$ cat src/rtl/core/clbc_pkg.sv
// Shared types, constants and helper functions for the card number check.
// No dependencies; every other file of the block imports this package.
package clbc_pkg;

   // Card number width and the decimal digits it can hold.
   localparam int CARD_W     = 54;
   localparam int NUM_DIGITS = 17;
   localparam int BCD_W      = 4 * NUM_DIGITS;

   // Binary to decimal conversion: bits shifted in per pipeline stage.
   localparam int DAB_BITS   = 6;
   localparam int DAB_STAGES = CARD_W / DAB_BITS;

   // Longest accepted number; longer ones are flagged.
   localparam int MAX_DIGITS = 16;

   localparam logic [4:0] DIGIT_LIMIT = 5'(MAX_DIGITS);
   localparam logic [4:0] COUNT_OVER  = 5'(MAX_DIGITS + 1);

   // Brand codes.
   localparam logic [1:0] BRAND_NONE = 2'd0;
   localparam logic [1:0] BRAND_AMEX = 2'd1;
   localparam logic [1:0] BRAND_MC   = 2'd2;
   localparam logic [1:0] BRAND_VISA = 2'd3;

   // Card lengths that carry a brand.
   localparam logic [4:0] LEN_VISA_SHORT = 5'd13;
   localparam logic [4:0] LEN_AMEX       = 5'd15;
   localparam logic [4:0] LEN_LONG       = 5'd16;

   typedef logic [CARD_W-1:0] card_type;
   typedef logic [BCD_W-1:0]  bcd_type;
   typedef logic [3:0]        digit_type;

   // Value a digit in an even position adds to the sum.
   function automatic logic [3:0] luhn_double(input digit_type d);
      logic [4:0] dd;
      dd = {d, 1'b0};
      if (dd >= 5'd10) begin
         luhn_double = 4'(dd - 5'd9);
      end else begin
         luhn_double = dd[3:0];
      end
   endfunction

   // True when a sum of at most 255 is a multiple of ten.
   function automatic logic is_mult10(input logic [7:0] s);
      logic hit;
      hit = 1'b0;
      for (int k = 0; k <= 25; k++) begin
         if (s == 8'(10 * k)) begin
            hit = 1'b1;
         end
      end
      is_mult10 = hit;
   endfunction

endpackage

$ cat src/rtl/core/clbc_dabble.sv
// One stage of the binary to decimal conversion pipeline.
// Shifts DAB_BITS bits of the card number into the decimal digits; uses clbc_pkg.
module clbc_dabble
   import clbc_pkg::*;
(
   input  logic     clock,
   input  logic     reset,
   input  logic     in_valid,
   output logic     in_ready,
   input  card_type in_bin,
   input  bcd_type  in_bcd,
   output logic     out_valid,
   input  logic     out_ready,
   output card_type out_bin,
   output bcd_type  out_bcd
);

   logic     valid_ff;
   logic     valid_in;
   card_type bin_ff;
   card_type bin_in;
   bcd_type  bcd_ff;
   bcd_type  bcd_in;
   logic     load;

   // The stage takes a new beat when it is empty or its beat moves on.
   assign load     = !valid_ff || out_ready;
   assign in_ready = load;
   assign valid_in = load ? in_valid : valid_ff;

   // Shift-and-add-three over the bits of this stage, MSB first.
   always_comb begin
      card_type bin_work;
      bcd_type  bcd_work;
      bin_work = in_bin;
      bcd_work = in_bcd;
      for (int b = 0; b < DAB_BITS; b++) begin
         for (int i = 0; i < NUM_DIGITS; i++) begin
            if (bcd_work[4*i +: 4] >= 4'd5) begin
               bcd_work[4*i +: 4] = bcd_work[4*i +: 4] + 4'd3;
            end
         end
         bcd_work = {bcd_work[BCD_W-2:0], bin_work[CARD_W-1]};
         bin_work = {bin_work[CARD_W-2:0], 1'b0};
      end
      bin_in = bin_work;
      bcd_in = bcd_work;
   end

   // Valid bit.
   always_ff @(posedge clock) begin
      if (reset) begin
         valid_ff <= 1'b0;
      end else begin
         valid_ff <= valid_in;
      end
   end

   // Payload registers.
   always_ff @(posedge clock) begin
      if (load && in_valid) begin
         bin_ff <= bin_in;
         bcd_ff <= bcd_in;
      end
   end

   assign out_valid = valid_ff;
   assign out_bin   = bin_ff;
   assign out_bcd   = bcd_ff;

endmodule

$ cat src/rtl/core/card_number_luhn_brand_check.sv
// Card number Luhn check with brand recognition: top level.
// Throughput: one card number per cycle while rsp_ready is high; the depth is set
// by converting 54 bits to decimal six bits per stage, then one stage for count
// and sums, one for checks.
// Reset clears all valid bits; data registers are not reset.
// Uses clbc_pkg and clbc_dabble.
module card_number_luhn_brand_check
   import clbc_pkg::*;
(
   input  logic       clock,
   input  logic       reset,
   input  logic       req_valid,
   output logic       req_ready,
   input  logic [53:0] req_card_number,
   output logic       rsp_valid,
   input  logic       rsp_ready,
   output logic [1:0] rsp_brand,
   output logic       rsp_luhn_ok,
   output logic [4:0] rsp_digit_count,
   output logic [7:0] rsp_luhn_sum,
   output logic       rsp_too_long
);

   // Conversion pipeline links; index 0 is the input side.
   logic     stg_valid [DAB_STAGES+1];
   logic     stg_ready [DAB_STAGES+1];
   card_type stg_bin   [DAB_STAGES+1];
   bcd_type  stg_bcd   [DAB_STAGES+1];

   assign stg_valid[0] = req_valid;
   assign stg_bin[0]   = req_card_number;
   assign stg_bcd[0]   = '0;
   assign req_ready    = stg_ready[0];

   for (genvar s = 0; s < DAB_STAGES; s++) begin : g_dabble
      clbc_dabble u_dabble (
         .clock     (clock),
         .reset     (reset),
         .in_valid  (stg_valid[s]),
         .in_ready  (stg_ready[s]),
         .in_bin    (stg_bin[s]),
         .in_bcd    (stg_bcd[s]),
         .out_valid (stg_valid[s+1]),
         .out_ready (stg_ready[s+1]),
         .out_bin   (stg_bin[s+1]),
         .out_bcd   (stg_bcd[s+1])
      );
   end

   // Count and sum stage registers.
   logic       a_valid_ff;
   logic       a_valid_in;
   logic       a_load;
   bcd_type    a_bcd_ff;
   logic [4:0] a_count_ff;
   logic [4:0] a_count_in;
   logic [6:0] a_sum_lo_ff;
   logic [6:0] a_sum_lo_in;
   logic [6:0] a_sum_hi_ff;
   logic [6:0] a_sum_hi_in;

   // Result stage registers.
   logic       b_valid_ff;
   logic       b_valid_in;
   logic       b_load;
   logic [1:0] b_brand_ff;
   logic [1:0] b_brand_in;
   logic       b_ok_ff;
   logic       b_ok_in;
   logic [4:0] b_count_ff;
   logic [4:0] b_count_in;
   logic [7:0] b_sum_ff;
   logic [7:0] b_sum_in;
   logic       b_long_ff;
   logic       b_long_in;

   // Handshake chain of the last two stages.
   assign b_load = !b_valid_ff || rsp_ready;
   assign a_load = !a_valid_ff || b_load;
   assign stg_ready[DAB_STAGES] = a_load;
   assign a_valid_in = a_load ? stg_valid[DAB_STAGES] : a_valid_ff;
   assign b_valid_in = b_load ? a_valid_ff : b_valid_ff;

   // Digit count from the highest nonzero digit, and the two half sums.
   always_comb begin
      bcd_type    d;
      logic [4:0] cnt;
      logic [6:0] lo;
      logic [6:0] hi;
      logic [3:0] term;
      d   = stg_bcd[DAB_STAGES];
      cnt = 5'd1;
      lo  = '0;
      hi  = '0;
      for (int i = 0; i < NUM_DIGITS; i++) begin
         if (d[4*i +: 4] != 4'd0) begin
            cnt = 5'(i + 1);
         end
         if ((i % 2) == 1) begin
            term = luhn_double(d[4*i +: 4]);
         end else begin
            term = d[4*i +: 4];
         end
         if (i < (NUM_DIGITS + 1) / 2) begin
            lo = lo + 7'(term);
         end else begin
            hi = hi + 7'(term);
         end
      end
      a_count_in  = cnt;
      a_sum_lo_in = lo;
      a_sum_hi_in = hi;
   end

   // Final sum, modulo ten test and brand from the leading digits; an overlong number clears them.
   always_comb begin
      logic [7:0] sum;
      logic       ok;
      logic       long_num;
      logic [1:0] brand;
      digit_type  d12;
      digit_type  d13;
      digit_type  d14;
      digit_type  d15;
      sum      = 8'(a_sum_lo_ff) + 8'(a_sum_hi_ff);
      long_num = a_count_ff > DIGIT_LIMIT;
      d12      = a_bcd_ff[4*12 +: 4];
      d13      = a_bcd_ff[4*13 +: 4];
      d14      = a_bcd_ff[4*14 +: 4];
      d15      = a_bcd_ff[4*15 +: 4];
      ok       = is_mult10(sum);
      brand    = BRAND_NONE;
      if (a_count_ff == LEN_AMEX) begin
         if (d14 == 4'd3 && (d13 == 4'd4 || d13 == 4'd7)) begin
            brand = BRAND_AMEX;
         end
      end else if (a_count_ff == LEN_LONG) begin
         if (d15 == 4'd5 && d14 >= 4'd1 && d14 <= 4'd5) begin
            brand = BRAND_MC;
         end else if (d15 == 4'd4) begin
            brand = BRAND_VISA;
         end
      end else if (a_count_ff == LEN_VISA_SHORT) begin
         if (d12 == 4'd4) begin
            brand = BRAND_VISA;
         end
      end
      if (long_num) begin
         b_sum_in   = '0;
         b_ok_in    = 1'b0;
         b_brand_in = BRAND_NONE;
         b_count_in = COUNT_OVER;
      end else begin
         b_sum_in   = sum;
         b_ok_in    = ok;
         b_brand_in = ok ? brand : BRAND_NONE;
         b_count_in = a_count_ff;
      end
      b_long_in = long_num;
   end

   // Valid bits.
   always_ff @(posedge clock) begin
      if (reset) begin
         a_valid_ff <= 1'b0;
         b_valid_ff <= 1'b0;
      end else begin
         a_valid_ff <= a_valid_in;
         b_valid_ff <= b_valid_in;
      end
   end

   // Payload of the count and sum stage.
   always_ff @(posedge clock) begin
      if (a_load && stg_valid[DAB_STAGES]) begin
         a_bcd_ff    <= stg_bcd[DAB_STAGES];
         a_count_ff  <= a_count_in;
         a_sum_lo_ff <= a_sum_lo_in;
         a_sum_hi_ff <= a_sum_hi_in;
      end
   end

   // Payload of the result stage.
   always_ff @(posedge clock) begin
      if (b_load && a_valid_ff) begin
         b_brand_ff <= b_brand_in;
         b_ok_ff    <= b_ok_in;
         b_count_ff <= b_count_in;
         b_sum_ff   <= b_sum_in;
         b_long_ff  <= b_long_in;
      end
   end

   assign rsp_valid       = b_valid_ff;
   assign rsp_brand       = b_brand_ff;
   assign rsp_luhn_ok     = b_ok_ff;
   assign rsp_digit_count = b_count_ff;
   assign rsp_luhn_sum    = b_sum_ff;
   assign rsp_too_long    = b_long_ff;

   // A brand is only reported for a number that passed the sum test.
   a_brand_needs_ok : assert property (@(posedge clock) disable iff (reset)
      rsp_valid && rsp_brand != BRAND_NONE |-> rsp_luhn_ok && !rsp_too_long)
      else $error("brand reported without a passing Luhn sum");

   // A brand is only reported for one of the branded lengths.
   a_brand_length : assert property (@(posedge clock) disable iff (reset)
      rsp_valid && rsp_brand != BRAND_NONE |->
         rsp_digit_count == LEN_VISA_SHORT || rsp_digit_count == LEN_AMEX ||
         rsp_digit_count == LEN_LONG)
      else $error("brand reported for a length without a brand");

   // An overlong number reports the saturated count and a cleared sum.
   a_long_result : assert property (@(posedge clock) disable iff (reset)
      rsp_valid && rsp_too_long |-> rsp_digit_count == COUNT_OVER && rsp_luhn_sum == 8'd0)
      else $error("overlong number with wrong count or sum");

endmodule
$ cat config.mk
export PLATFORM = sky130hd
export DESIGN_NAME = card_number_luhn_brand_check
export DESIGN_NICKNAME = d
export VERILOG_FILES = /design/src/rtl/core/clbc_pkg.sv /design/src/rtl/core/clbc_dabble.sv /design/src/rtl/core/card_number_luhn_brand_check.sv
export SDC_FILE = /design/constraint.sdc
export NUM_CORES = 2
export LEC_CHECK = 0
export ABC_AREA = 1
export BUFFER_PORTS_ARGS = -buffer_cell sky130_fd_sc_hd__buf_4
export CORE_ASPECT_RATIO = 1.1
export CORE_MARGIN = 2
export CORE_UTILIZATION = 59
export DETAILED_ROUTE_END_ITERATION = 8
export GPL_ROUTABILITY_DRIVEN = 0
export PLACE_DENSITY = 0.75
export SLEW_MARGIN = 20
export SYNTH_ARGS = -nofsm -noshare
export SYNTH_HDL_FRONTEND = slang
export SYNTH_SLANG_ARGS = --single-unit
$ cat constraint.sdc
create_clock -name clock -period 7.1 [get_ports clock]
set_input_delay 0 -clock clock [delete_from_list [all_inputs] [get_ports clock]]
set_output_delay 0 -clock clock [all_outputs]
set_load 0.01 [all_outputs]
# ---- Yosys cells after proc, flatten, opt, wreduce, memory -nomap -nowiden
# Cells that the tools add are included.
dict set report word_totals {
  reg_bits 867
  wordCells 2518
  inputBits 58
  output_inout_bits 19
}
dict set report classes {
  n_bitwise 1
  muxes 821
  magnitude_cmp 776
  eq_ne 34
  addsub 789
  reduce_logical 56
}
# cell n
set ops {}
lappend ops {{4-bit by 3-bit >= comparator with 1-bit output (second input constant)} 748}
lappend ops {{4-bit 2-to-1 mux} 734}
lappend ops {{4-bit by 2-bit adder with 4-bit output (second input constant)} 712}
lappend ops {{3-bit by 2-bit adder with 3-bit output (second input constant)} 36}
lappend ops {{3-bit 2-to-1 mux} 36}
lappend ops {{8-bit equality test (second input constant)} 13}
lappend ops {{5-bit 2-to-1 mux} 13}
lappend ops {{4-bit nonzero test} 16}
lappend ops {{7-bit by 4-bit adder with 7-bit output} 9}
lappend ops {{8-bit by 7-bit equality test with 1-bit output (second input constant)} 6}
lappend ops {{1-bit by 2-bit adder with 3-bit output (second input constant)} 15}
lappend ops {{1-bit by 3-bit >= comparator with 1-bit output (second input constant)} 15}
lappend ops {{5-bit by 4-bit >= comparator with 1-bit output (second input constant)} 8}
lappend ops {{4-bit subtractor (second input constant)} 8}
lappend ops {{1-bit 2-to-1 mux} 31}
lappend ops {{8-bit by 6-bit equality test with 1-bit output (second input constant)} 3}
lappend ops {{4-bit by 3-bit equality test with 1-bit output (second input constant)} 5}
lappend ops {{8-bit by 5-bit equality test with 1-bit output (second input constant)} 2}
lappend ops {{6-bit by 4-bit adder with 7-bit output} 2}
lappend ops {{1-bit logical AND} 14}
lappend ops {{2-bit 2-to-1 mux} 7}
lappend ops {{5-bit by 4-bit adder with 6-bit output} 2}
lappend ops {{1-bit logical OR} 12}
lappend ops {{1-bit logical NOT} 11}
lappend ops {{other kinds (14)} 19}

# ---- Depth between registers and ports, before layout
dict set report logic_depth {
  depth_word 30
  mapped_depth 48
  mapped_depth_nobuf 48
}

# ---- By module
# From an unflattened synthesis, not the netlist that was laid out.
dict set report unflattened {
  hier_cells 19979
  area_unflattened_um2 135094.6
}
# mod instances cells_each area_per_inst_um2 seq_area_each_um2
set modules_own_cells {}
lappend modules_own_cells {clbc_dabble 9 2159 14463.9 3503.4}
lappend modules_own_cells {card_number_luhn_brand_check 1 548 4919.7 1601.5}

# ---- Least setup slack after synthesis
# Ideal clock, no wire load.
dict set report synth_path {
  kind {flip-flop to flip-flop}
  startpoint {register g_dabble[6].u_dabble.bcd_ff[52]}
  endpoint {register g_dabble[7].u_dabble.bcd_ff[53] (data pin)}
  setup_ps 260
  period_less_slack_ps 5684
  stages_incl_launch_ff 41
  path_slack_ps 1416
  arrival_time_ps 5425
  path_buffers 0
  required_time_ps 6840
  cell_sequence {edfxtp_1 > inv_1 > ha_1 > inv_1 > ha_1 > inv_1 > nand2_2 > xor2_2 > ha_1 > nand2_1 > nand3_1 > nand2_1 > inv_1 > nand2_1 > nand2_1 > ha_1 > inv_1 > or2_2 > [... 5 more ...] > or2_2 > nand3_1 > nand2_1 > xnor2_1 > ha_1 > inv_1 > or2_2 > nand3_1 > nand2_1 > inv_1 > nand2_1 > nand2_1 > ha_1 > inv_1 > or2_2 > nand3_1 > nand2_1 > xor2_1}
}
dict set report synth_between {
  elab_chain_len 12
  word_cells_on_any_way 17
  classes_between {5 x add/sub; 6 x order compare; 6 x mux}
}
# element line_no
set synth_lines {}
lappend synth_lines {{from (decl)} clbc_dabble.sv:22} ;# bcd_type bcd_ff;
lappend synth_lines {{from (signal assigned)} clbc_dabble.sv:63} ;# bcd_ff <= bcd_in;
lappend synth_lines {{4-bit by 2-bit adder with 4-bit output / 4-bit by 3-bit >= comparator with 1-bit output (equally long branches)} {clbc_dabble.sv:40, clbc_dabble.sv:39}}
lappend synth_lines {{4-bit 2-to-1 mux (*)} clbc_dabble.sv:39} ;# if (bcd_work[4*i +: 4] >= 4'd5) begin
lappend synth_lines {{4-bit by 2-bit adder with 4-bit output / 4-bit by 3-bit >= comparator with 1-bit output (equally long branches)} {clbc_dabble.sv:40, clbc_dabble.sv:39}}
lappend synth_lines {{4-bit 2-to-1 mux (*)} clbc_dabble.sv:39}
lappend synth_lines {{4-bit by 2-bit adder with 4-bit output / 4-bit by 3-bit >= comparator with 1-bit output (equally long branches)} {clbc_dabble.sv:40, clbc_dabble.sv:39}}
lappend synth_lines {{4-bit 2-to-1 mux (*)} clbc_dabble.sv:39}
lappend synth_lines {{4-bit by 3-bit >= comparator with 1-bit output / 4-bit by 2-bit adder with 4-bit output (equally long branches)} {clbc_dabble.sv:39, clbc_dabble.sv:40}}
lappend synth_lines {{4-bit 2-to-1 mux (*)} clbc_dabble.sv:39}
lappend synth_lines {{4-bit by 2-bit adder with 4-bit output / 4-bit by 3-bit >= comparator with 1-bit output (equally long branches)} {clbc_dabble.sv:40, clbc_dabble.sv:39}}
lappend synth_lines {{4-bit 2-to-1 mux (*)} clbc_dabble.sv:39}
lappend synth_lines {{4-bit by 3-bit >= comparator with 1-bit output (*)} clbc_dabble.sv:39}
lappend synth_lines {{4-bit 2-to-1 mux (*)} clbc_dabble.sv:39}
lappend synth_lines {{via g_dabble[7].u_dabble.bcd_in[53]} clbc_dabble.sv:23} ;# bcd_type bcd_in;
lappend synth_lines {{to (signal assigned)} clbc_dabble.sv:63}
lappend synth_lines {{to (decl)} clbc_dabble.sv:22}
# Mark *: on every way through the listed nets, which the timed path passes. The rest lies on a longest branch.
# A chain may end at the register's enable or synchronous reset.

# ---- Final worst setup path
# Same ends and word-level chain as after synthesis.

==> impl_metrics.csv <==
group,metric,value,unit
detailed_routing,routed_wl,150.5,mm
clocking,root_buffer,"clkbuf_16",
synth,ys_ff_latch,627,
setup_path,cp_max_fo,5,
global_route,grt_overflow,0,
finish,drive_above_1_share,9.156,%
synth,async_reset_ff_share,0,%
detailed_routing,wl_per_cell,10.91,um
global_route,grtUsageMet3,2.155,%
detailed_routing,first_pass_iters,6,
die,die_h,384.0,um
clocking,htreeDepth,3,
die,coreArea,130400,um2
synth,synth_nets,12850,
setup_path,end_kind,"flop",
timing,fin_tns_setup,0,ps
global_route,grt_pass1_wl,271.0,mm
timing,max_freq,157.3,MHz
finish,postLayoutCoreUtil,64.32,%
global_route,grtUsageTotal,22.68,%
clocking,cts_buffer_depth,3,
outcome,status,"completed",
run,maxCapViolations,0,
timing,worstMarginPinSlew,992.8,ps
die,ioPinCount,77,
synth,synth_cell_types,60,
global_route,grt_max_degree,70,
clocking,cts_num_sinks,627,
synth,netlist_top_cells_area,"edfxtp_1, nand2_1, ha_1",
timing,max-slew-margin-rel,33.81,%
synth,synth_area_leader_cell,"edfxtp_1",
synth,synth_top_area_share,23.89,%
die,start_util,59.37,%
clocking,numCtsBuffers,77,
detailed_routing,num_vias,70302,
finish,instances_no_fill,13794,
global_route,grt_pass1_vias,68185,
timing,finalCriticalPeriod,6356,ps
placement,post-place-cells,13547,
finish,area_growth,8.336,%
finish,antenna_cells,0,
detailed_routing,drtIter0Drc,2787,
global_route,use_met1,23.22,%
worst_hold_path,hold_path.class,"primary input to flop",
clocking,cts_resized,0,
synth,ys_warn_count,0,
setup_path,critical-path-max-stage-delay,420,ps
finish,final_common_cell,"nand2_1",
synth,synthFlopType,"edfxtp_1",
setup_path,startpoint_type,"flop",
finish,final_cell_mix,"nand2_1, inv_1, nand3_1",
timing,setup_violations,0,
setup_path,critPathTopFamily,"simple AND/OR/NAND/NOR gates",
detailed_routing,vias_per_cell,5.097,
timing,rsz0062_at_grt,"no",
placement,hpwlAfterDp,120.8,mm
timing,slew_violations,0,
synth,synth_seq_area_share,24.17,%
global_route,grt_use_met2,47.29,%
clocking,hold_buffers,105,
clocking,cts_tree,"built",
setup_path,arrival,6790,ps
global_route,grt-busiest-layer,"met2",
die,design.die.area,134200,um2
finish,final_nets,13118,
synth,netlist_area,77440,um2
synth,syn_inst,11771,
detailed_routing,ant_nets,0,
finish,fill_cells,11404,
clocking,post_cts_buffers,0,
global_route,antenna_found_initial,0,
timing,skew,29.65,ps
clocking,path_clk_slew,60,ps
placement,io_buffer_count,76,
clocking,clk_latency,710,ps
die,die_w,349.4,um
setup_path,worstPathRequired,7530,ps
setup_path,cpMaxStageDelayCell,"edfxtp_1",
die,rows,139,
synth,syn_avg_cell_area,6.579,um2
timing,hold_violations,0,
synth,synth_edf_count,616,
timing,period_share,89.53,%
setup_path,critPathKind,"flop to flop",
setup_path,worst-path-buf-inv,9,
detailed_routing,post-route-drc-count,0,
[per-layer routing]
metal / share of wire, % / vias up
li1: - / 38003
met1: 41 / 31446
met2: 54 / 616
met3: 2.1 / 237
met4: 2.3 / 0
met5: 0 / -
[through the flow]
stage	setup WS, ps	area (um2)	hold WS (ps)
floorplan	1416	77440	69.07
global placement	944.7	80230	177.8
detailed placement	804.9	80230	179.3
CTS	784.1	83890	6.649
global route	151.1	83890	59.46
finish	743.6	83890	52.31
[cell usage after synthesis, types with 5 or more instances]
cell and n:
o21ai_1 272, nor2_1 597, edfxtp_1 616, o31ai_1 9
inv_1 2203, nand3_2 174, or2_2 148, o21bai_1 8
o21ai_4 6, ha_1 971, a21oi_1 120, o22ai_1 10
nor4_1 13, and2_4 11, xor2_1 78, o21ai_0 204
xnor2_2 7, nor3_1 7, fa_1 50, nand3b_1 124
and2_1 58, o21ai_2 147, inv_2 146, nand3b_2 5
nand2_1 3918, o21a_1 12, nor2_2 17, nand3_1 1359
or2_1 11, xor2_2 9, o211ai_1 19, xnor2_1 11
nand2_2 202, nand4_1 168, dfxtp_1 11
[state kept, by name, indices dropped and copies added (netlist names)]
name	cells
a_bcd_ff	16
a_count_ff	5
a_sum_hi_ff	7
a_sum_lo_ff	7
a_valid_ff	1
g_dabble.u_dabble.out_bcd	348
g_dabble.u_dabble.out_bin	216
g_dabble.u_dabble.out_valid	9
rsp_brand	2
rsp_digit_count	5
rsp_luhn_ok	1
rsp_luhn_sum	8
rsp_too_long	1
rsp_valid	1
[final cells by class]
| type | count | area, um2 | area share [%] |
|---|---|---|---|
| clock inverters | 52 | 608.1 | 0.7248 |
| well taps | 1692 | 2117 | 2.524 |
| flip-flops and latches | 627 | 18720 | 22.31 |
| multi-input cells | 8790 | 49910 | 59.50 |
| repair buffers | 192 | 1704 | 2.031 |
| inverters | 2351 | 8825 | 10.52 |
| clock buffers | 90 | 2007 | 2.392 |
[worst paths after layout]
check                                   start  cells after the start  slack [ps]                                to
max          g_dabble[6].u_dabble.out_bcd[52]                     40         740  g_dabble[7].u_dabble.out_bcd[53]
min                        req_card_number[4]                      2          50  g_dabble[0].u_dabble.out_bin[10]
max reg2reg  g_dabble[6].u_dabble.out_bcd[52]                     40         740  g_dabble[7].u_dabble.out_bcd[53]
min reg2reg  g_dabble[4].u_dabble.out_bin[42]                      0         410  g_dabble[5].u_dabble.out_bin[48]
[kinds of logic (layout without fill, tap and decap cells)]
logic type               count (synthesis)  after routing  synth area share, %
AO/OA/AOI/OAI                          833            833                6.502
multiplexers                             1              1              0.01293
AND/OR/NAND/NOR                       6830           6830                39.58
adder cells (fa/ha/maj)               1021           1021                16.98
XOR/XNOR                               105            105                1.343
buffers and inverters                 2354           2685                11.41
flip-flops                             627            627                24.17
Power is left out: the tool's default activity adds up to more than one toggle a clock period on the data nets, which glitch-free logic cannot reach.
